## src/hw/rtl/adsr_pkg.sv

```systemverilog
package adsr_pkg;

  // Fixed-point formats
  localparam int TIME_FRAC_BITS = 12;
  localparam int AMP_FRAC_BITS  = 16;

  // Field widths
  localparam int TIME_W  = 19;
  localparam int LEN_W   = 16;
  localparam int LVL_W   = 17;
  localparam int AMP_W   = 17;
  localparam int TOTAL_W = LEN_W + 2;
  localparam int IDX_W   = 3;

  // Divider geometry: one quotient bit per cell, remainder below the divisor
  localparam int QUO_W  = AMP_W;
  localparam int REM_W  = LEN_W;
  localparam int PROD_W = 32;

  localparam logic [AMP_W-1:0] AMP_ONE   = AMP_W'(2 ** AMP_FRAC_BITS);
  localparam logic [LEN_W-1:0] LEN_RST   = LEN_W'((2 ** TIME_FRAC_BITS + 5) / 10);
  localparam logic [LVL_W-1:0] LEVEL_RST = LVL_W'((2 ** AMP_FRAC_BITS * 8 + 5) / 10);

  typedef logic [IDX_W-1:0] reg_idx_t;

  localparam reg_idx_t REG_ATTACK  = 3'd0;
  localparam reg_idx_t REG_DECAY   = 3'd1;
  localparam reg_idx_t REG_HOLD    = 3'd2;
  localparam reg_idx_t REG_RELEASE = 3'd3;
  localparam reg_idx_t REG_LEVEL   = 3'd4;

  typedef struct packed {
    logic [LEN_W-1:0] attack_len;
    logic [LEN_W-1:0] decay_len;
    logic [LEN_W-1:0] hold_len;
    logic [LEN_W-1:0] release_len;
    logic [LVL_W-1:0] hold_level;
  } adsr_cfg_t;

  // What one divider cell hands to the next
  typedef struct packed {
    logic [QUO_W-1:0]   work;    // numerator bits still to shift in, quotient bits behind
    logic [REM_W-1:0]   rem;     // partial remainder
    logic [LEN_W-1:0]   div;     // segment length used as divisor, one for constant segments
    logic [AMP_W-1:0]   offset;  // added to the quotient at the end
    logic [TOTAL_W-1:0] total;   // total envelope length, carried along
  } adsr_cell_t;

endpackage

```

## src/hw/rtl/adsr_front.sv

```systemverilog
module adsr_front import adsr_pkg::*; (
  input  logic                     clk,
  input  logic                     rst,
  input  logic                     in_valid,
  input  logic signed [TIME_W-1:0] query_time,
  input  adsr_cfg_t                cfg,
  output logic                     out_valid,
  output adsr_cell_t               out_data
);

  // Stage 1: segment boundaries and clamped level
  logic                 s1_valid;
  logic                 s1_neg;
  logic [TIME_W-2:0]    s1_t;
  logic [LEN_W-1:0]     s1_a;
  logic [LEN_W-1:0]     s1_d;
  logic [LEN_W-1:0]     s1_r;
  logic [LVL_W-1:0]     s1_lvl;
  logic [LEN_W:0]       s1_ad;
  logic [TOTAL_W-1:0]   s1_adh;
  logic [TOTAL_W-1:0]   s1_end;

  logic [LVL_W-1:0]     lvl_clamp;
  logic [LEN_W:0]       sum_ad;
  logic [LEN_W:0]       sum_hr;

  assign lvl_clamp = (cfg.hold_level > AMP_ONE) ? AMP_ONE : cfg.hold_level;
  assign sum_ad    = {1'b0, cfg.attack_len} + {1'b0, cfg.decay_len};
  assign sum_hr    = {1'b0, cfg.hold_len} + {1'b0, cfg.release_len};

  always_ff @(posedge clk) begin
    if (rst) begin
      s1_valid <= 1'b0;
    end else begin
      s1_valid <= in_valid;
    end
    s1_neg <= query_time[TIME_W-1];
    s1_t   <= query_time[TIME_W-2:0];
    s1_a   <= cfg.attack_len;
    s1_d   <= cfg.decay_len;
    s1_r   <= cfg.release_len;
    s1_lvl <= lvl_clamp;
    s1_ad  <= sum_ad;
    s1_adh <= {1'b0, sum_ad} + {2'b00, cfg.hold_len};
    s1_end <= {1'b0, sum_ad} + {1'b0, sum_hr};
  end

  // Stage 2: pick the segment and the multiply operands
  logic                 s2_valid;
  logic [AMP_W-1:0]     s2_x;
  logic [AMP_W-1:0]     s2_y;
  logic [LEN_W-1:0]     s2_div;
  logic [AMP_W-1:0]     s2_off;
  logic [TOTAL_W-1:0]   s2_total;

  logic [AMP_W-1:0]     mul_x;
  logic [AMP_W-1:0]     mul_y;
  logic [LEN_W-1:0]     div_sel;
  logic [AMP_W-1:0]     off_sel;
  logic [TOTAL_W-1:0]   dec_span;
  logic [TOTAL_W-1:0]   rel_span;

  assign dec_span = {1'b0, s1_ad} - s1_t;
  assign rel_span = s1_end - s1_t;

  always_comb begin
    // constant segments divide zero by one
    mul_x   = '0;
    mul_y   = '0;
    div_sel = LEN_W'(1);
    off_sel = '0;
    if (!s1_neg) begin
      if (s1_t < {2'b00, s1_a}) begin
        mul_x   = s1_t[AMP_W-1:0];
        mul_y   = AMP_ONE;
        div_sel = s1_a;
      end else if (s1_t < {1'b0, s1_ad}) begin
        mul_x   = AMP_ONE - s1_lvl;
        mul_y   = dec_span[AMP_W-1:0];
        div_sel = s1_d;
        off_sel = s1_lvl;
      end else if (s1_t < s1_adh) begin
        off_sel = s1_lvl;
      end else if (s1_t < s1_end) begin
        mul_x   = s1_lvl;
        mul_y   = rel_span[AMP_W-1:0];
        div_sel = s1_r;
      end
    end
  end

  always_ff @(posedge clk) begin
    if (rst) begin
      s2_valid <= 1'b0;
    end else begin
      s2_valid <= s1_valid;
    end
    s2_x     <= mul_x;
    s2_y     <= mul_y;
    s2_div   <= div_sel;
    s2_off   <= off_sel;
    s2_total <= s1_end;
  end

  // Stage 3: multiply; the product always stays below 2^32
  logic [2*AMP_W-1:0] prod;

  assign prod = s2_x * s2_y;

  always_ff @(posedge clk) begin
    if (rst) begin
      out_valid <= 1'b0;
    end else begin
      out_valid <= s2_valid;
    end
    out_data.work   <= prod[QUO_W-1:0];
    out_data.rem    <= REM_W'(prod[PROD_W-1:QUO_W]);
    out_data.div    <= s2_div;
    out_data.offset <= s2_off;
    out_data.total  <= s2_total;
  end

endmodule

```

## src/hw/rtl/adsr_div_cell.sv

```systemverilog
module adsr_div_cell import adsr_pkg::*; (
  input  logic       clk,
  input  logic       rst,
  input  logic       in_valid,
  input  adsr_cell_t in_data,
  output logic       out_valid,
  output adsr_cell_t out_data
);

  logic [REM_W:0] shifted;
  logic [REM_W:0] diff;
  logic           fits;

  // bring in the next numerator bit, subtract the divisor where it fits
  assign shifted = {in_data.rem, in_data.work[QUO_W-1]};
  assign diff    = shifted - {1'b0, in_data.div};
  assign fits    = shifted >= {1'b0, in_data.div};

  always_ff @(posedge clk) begin
    if (rst) begin
      out_valid <= 1'b0;
    end else begin
      out_valid <= in_valid;
    end
    out_data.work   <= {in_data.work[QUO_W-2:0], fits};
    out_data.rem    <= fits ? diff[REM_W-1:0] : shifted[REM_W-1:0];
    out_data.div    <= in_data.div;
    out_data.offset <= in_data.offset;
    out_data.total  <= in_data.total;
  end

endmodule

```

## src/hw/rtl/adsr_envelope_amplitude.sv

```systemverilog
// Channel   Ports                              Handshake
// --------  ---------------------------------  -------------------------------
// item in   query_time                         start high, busy low at the edge
// result    amplitude, total_len               done high for one cycle
// config    wr_en, wr_index, wr_data           wr_en high at the edge
//
// One item is taken every cycle while busy is low. Each item passes through three
// front stages (boundaries, segment select, multiply), then the row of 17 divider
// cells (one quotient bit each), then the output register that drives done.
// Synchronous reset clears every valid flag and loads the default envelope;
// busy stays high for the cycle after reset. The receiver cannot stall.
module adsr_envelope_amplitude import adsr_pkg::*; (
  input  logic                     clk,
  input  logic                     rst,
  input  logic                     start,
  output logic                     busy,
  input  logic signed [TIME_W-1:0] query_time,
  input  logic                     wr_en,
  input  logic [IDX_W-1:0]         wr_index,
  input  logic [LVL_W-1:0]         wr_data,
  output logic                     done,
  output logic [AMP_W-1:0]         amplitude,
  output logic [TOTAL_W-1:0]       total_len
);

  adsr_cfg_t cfg;
  logic      accept;

  // Configuration registers; writes to unknown indexes are dropped
  always_ff @(posedge clk) begin
    if (rst) begin
      cfg.attack_len  <= LEN_RST;
      cfg.decay_len   <= LEN_RST;
      cfg.hold_len    <= '0;
      cfg.release_len <= LEN_RST;
      cfg.hold_level  <= LEVEL_RST;
    end else if (wr_en) begin
      unique case (wr_index)
        REG_ATTACK:  cfg.attack_len  <= wr_data[LEN_W-1:0];
        REG_DECAY:   cfg.decay_len   <= wr_data[LEN_W-1:0];
        REG_HOLD:    cfg.hold_len    <= wr_data[LEN_W-1:0];
        REG_RELEASE: cfg.release_len <= wr_data[LEN_W-1:0];
        REG_LEVEL:   cfg.hold_level  <= wr_data;
        default: ;
      endcase
    end
  end

  // Hold off items for the first cycle out of reset
  always_ff @(posedge clk) begin
    if (rst) begin
      busy <= 1'b1;
    end else begin
      busy <= 1'b0;
    end
  end

  assign accept = start & ~busy;

  // Front stages feed cell 0 of the divider row
  logic [QUO_W:0] chain_valid;
  adsr_cell_t     chain_data [QUO_W+1];

  adsr_front u_front (
    .clk        (clk),
    .rst        (rst),
    .in_valid   (accept),
    .query_time (query_time),
    .cfg        (cfg),
    .out_valid  (chain_valid[0]),
    .out_data   (chain_data[0])
  );

  // Row of restoring-division cells, one quotient bit per cell
  for (genvar i = 0; i < QUO_W; i++) begin : g_cell
    adsr_div_cell u_cell (
      .clk       (clk),
      .rst       (rst),
      .in_valid  (chain_valid[i]),
      .in_data   (chain_data[i]),
      .out_valid (chain_valid[i+1]),
      .out_data  (chain_data[i+1])
    );
  end

  // Add the segment offset to the quotient and register the result
  logic [AMP_W-1:0] amp_sum;

  assign amp_sum = chain_data[QUO_W].offset + chain_data[QUO_W].work;

  always_ff @(posedge clk) begin
    if (rst) begin
      done <= 1'b0;
    end else begin
      done <= chain_valid[QUO_W];
    end
    amplitude <= amp_sum;
    total_len <= chain_data[QUO_W].total;
  end

  // An amplitude never exceeds full scale
  a_amp_range: assert property (@(posedge clk) disable iff (rst)
    done |-> amplitude <= AMP_ONE)
    else $error("amplitude above full scale");

  // The segment select never hands a zero divisor to the divider row
  a_div_nonzero: assert property (@(posedge clk) disable iff (rst)
    chain_valid[0] |-> chain_data[0].div != '0)
    else $error("zero divisor entered the divider");

  // The last cell leaves a remainder below the divisor
  a_rem_bound: assert property (@(posedge clk) disable iff (rst)
    chain_valid[QUO_W] |-> chain_data[QUO_W].rem < chain_data[QUO_W].div)
    else $error("divider remainder out of range");

endmodule
```

## config.mk

```make
export PLATFORM = sky130hd
export DESIGN_NAME = adsr_envelope_amplitude
export DESIGN_NICKNAME = d
export VERILOG_FILES = /design/src/hw/rtl/adsr_pkg.sv /design/src/hw/rtl/adsr_front.sv /design/src/hw/rtl/adsr_div_cell.sv /design/src/hw/rtl/adsr_envelope_amplitude.sv
export SDC_FILE = /design/constraint.sdc
export NUM_CORES = 2
export LEC_CHECK = 0
export ABC_AREA = 1
export BUFFER_PORTS_ARGS = -buffer_cell sky130_fd_sc_hd__buf_2
export CAP_MARGIN = 20
export CELL_PAD_IN_SITES_DETAIL_PLACEMENT = 1
export CELL_PAD_IN_SITES_GLOBAL_PLACEMENT = 1
export CORE_AREA = 5 5 394 396
export DETAILED_ROUTE_END_ITERATION = 10
export DIE_AREA = 0 0 399 401
export GPL_TIMING_DRIVEN = 0
export PLACE_DENSITY = 0.83
export SLEW_MARGIN = 20
export SYNTH_ARGS = -nofsm -noshare
export SYNTH_HDL_FRONTEND = slang
export SYNTH_SLANG_ARGS = --single-unit
export TNS_END_PERCENT = 1
```

## constraint.sdc

```tcl
create_clock -name clk -period 6.65 [get_ports clk]
set_input_delay 0.3325 -clock clk [delete_from_list [all_inputs] [get_ports clk]]
set_output_delay 0.3325 -clock clk [all_outputs]
set_load 0.05 [all_outputs]
```

==> metrics <==
post-synthesis sequential area ratio 50.1%; WP data arrival 7.05 ns; area grow syn2layout 13.3%; commonest non-fill, non-tap cells in the layout dfxtp_1 (1839), nand2_1 (1338), inv_1 (1316); Num CTS Buffers 180; Initial Util 48.6%; CP peak stage delay 0.55 ns; unrepaired setup endpoints after global routing no; RD Place Congestion 0.910; Final period util 96.2%; FILL cells 17245; Clock Tree Root clkbuf_16; CTS sink cnt 1839; FFs w/ async S/R, synth 0%; share of cells above drive strength 1 5.56%; most frequent CP cell fa_1; fin nets 9202; Lkg Pwr 0.0392 uW; reg2reg end u_front.out_data[56]$_DFF_P_; Mapped Cells 8072; IO buf count 79; slowest cell on the critical path fa_1; Synth Area per Inst 9.10 sq um; Cell Area, Synth 73500 sq um; overall die width 399 um; commonest non-fill, non-tap cell in the layout dfxtp_1; max-cap violations 0; FF-to-FF setup slack 0.25 ns; achievable clock frequency 156 MHz; final hold violation count 0; vias 55739; Min-Delay Path Class primary input to flop; Worst Reg-to-Reg Cells 20; Worst Setup EP u_front.out_data[56]$_DFF_P_; fin. max-slew vios 0; Initial DRC Count 3476; Startpoint Class flop; TritonCTS clock tree done; post-layout util 55.1%; pwr dens 482 nW/um^2; core area 151000 sq um; # setup viols final 0; Syn Nets 8909; Critical Path Sink Type flop; Least-Margin Pin Slew 0.854 ns; Main synth FF type dfxtp_1; CTS max path bufs 3; GR Overflow Total 0; Data required, critical path 7.30 ns; minimum clock period 6.40 ns; DR pass1 iterations 6; crit-path max FO 10; largest net degree at the start of global routing 17; first-pass GRT wire length 352000 um; fin area 83300 sq um; Yosys warnings 0; initial antenna violation count 7; overall routing resource usage 28.2%; Hold Crit Start wr_index[1]; vias in the first global route 61348; placed standard-cell area 76400 sq um; crit-path cells clkbuf_1 -> clkbuf_2 -> nand2_1 -> fa_1 -> inv_1 -> fa_1 -> inv_1 -> fa_1 -> inv_1 -> fa_1 -> fa_1 -> inv_1 -> fa_1 -> inv_1 -> ha_1 -> a21oi_1 -> o21ai_0 -> a21oi_1 -> o211ai_1 -> xor2_1; clock transition at the registers of the reported paths 0.06 ns; DR vias/cell 5.28; Ports 80; Worst-Skew Late Latency 0.84 ns; DRC viols 0; standard-cell rows 143; critical path type flop to flop; die height 401 um; postcts setup bufs 0; Slew headroom 42.9%; Placed Cells 10181; htree depth 4; HPWL after DPL 161000 um; Setup crit start u_front.s2_x[7]$_SDFF_PP0_; VDD IR-drop max 0.271 mV; WL final 227000 um; Critical R2R Launch u_front.s2_x[7]$_SDFF_PP0_; DIE AREA 160000 sq um; number of routed nets with antenna violations 0; Worst Skew 0.0905 ns; setup TNS 0 ns; post-route insts no fill 10549; hold-critical path depth 4; DR WL/cell 21.5 um; Yosys reg bits 1839; status finished clean; Distinct cells, synth 44; EDFF count, synth 0
[cells in the mapped netlist, drive strengths merged, types with 44 or more instances]
library cell  count  area (sq um)
dfxtp          1839         36800
nand2          1340          5040
inv            1318          4950
a21oi           699          3500
nor2            650          2460
ha              533          6670
nand3           308          1550
o21ai           275          1380
fa              261          5230
xor2            169          1480
xnor2           132          1160
clkbuf          120           450
nand4            75           469
nor3             64           320
a21o             48           360
buf              44           245
[cell type report]
class / instances / area (sq um) / share of cell area [%]
Buffer: 157 / 704 / 0.846
Multi-Input combinational cell: 4750 / 31000 / 37.2
Antenna cell: 5 / 12.5 / 0.0150
Clock buffer: 229 / 5000 / 6.01
Sequential cell: 1839 / 36800 / 44.2
Timing Repair Buffer: 118 / 786 / 0.944
Clock inverter: 102 / 1440 / 1.73
Tap cell: 2030 / 2540 / 3.05
Inverter: 1319 / 4950 / 5.95
[flip-flops by register name, summed over array words and instances, names as in the netlist, 17 cells and up]
signal	cells
u_front.out_data	83
u_front.s1_t	18
u_front.s1_lvl	17
total_len	18
u_front.s2_total	18
u_front.s1_adh	18
u_front.s2_off	17
amplitude	17
cfg	81
u_front.s2_y	17
g_cell.u_cell.out_data	1396
u_front.s1_ad	17
u_front.s2_x	17
g_cell.u_cell.out_valid	17
u_front.s1_end	18
[cells by family after synthesis]
kind of cell / Yosys count / share of synthesized area (%)
adders and majority gates: 794 / 16.2
and+or+nand+nor: 2513 / 14.1
buffers and inverters: 1483 / 7.68
DFF: 1839 / 50.1
AOI/OAI and AO/OA: 1142 / 8.32
xor gates and xnor gates: 301 / 3.59
[where the power goes]
part           switching [uW]  total [uW]  internal, uW
sequential               1500       15300         13800
combinational            9130       13900          4800
clock                    4740       11000          6210
total                   15400       40200         24800
[worst min-delay path by stage]
stage                                                   endpoint  slack, ns
after global placement     g_cell[9].u_cell.out_data[31]$_DFF_P_       0.31
after detailed placement  g_cell[15].u_cell.out_data[79]$_DFF_P_       0.31
final                                       cfg[64]$_SDFFE_PP0P_       0.05
after floorplan             g_cell[0].u_cell.out_data[0]$_DFF_P_       0.31
after global routing                        cfg[33]$_SDFFE_PP0P_       0.04
after CTS                                   cfg[51]$_SDFFE_PP0P_      0.001
[per-layer routing]
| layer | track usage (%) | up-vias | share of wire [%] |
|---|---|---|---|
| li1 | - | 25948 | - |
| met1 | 33.1 | 27294 | 40 |
| met2 | 50.0 | 1752 | 50 |
| met3 | 4.03 | 739 | 4.6 |
| met4 | 14.5 | 6 | 5.9 |
| met5 | 0 | - | 0.018 |
[stage by stage]
stage | hold slack [ns] | worst slack, ns | total power [uW]
after detailed placement | 0.313 | 0.0730 | 28600
after global placement | 0.310 | 0.111 | 28000
final | 0.0483 | 0.251 | 40200
after CTS | 0.00135 | 0.0562 | 40200
after global routing | 0.0353 | 0.000731 | 42400
after floorplan | 0.310 | 1.29 | 24200
[what timing repair did]
item | CTS | global route
resized for setup | 0 | 57
endpoints found under the hold margin | 92 | 0
setup endpoints to repair | 0 | 14
hold buffers | 39 | 0
[critical path, delay by kind of cell, from the launching register on]
family / cells / cell delay (ns)
XOR/XNOR: 1 / 0.21
flip-flops: 1 / 0.32
AND/OR/NAND/NOR: 1 / 0.13
buffers and inverters: 7 / 1.15
AO/OA/AOI/OAI: 4 / 1.06
adder cells (fa/ha/maj): 7 / 3.43
Note: power is estimated with default switching activity, not from simulation.
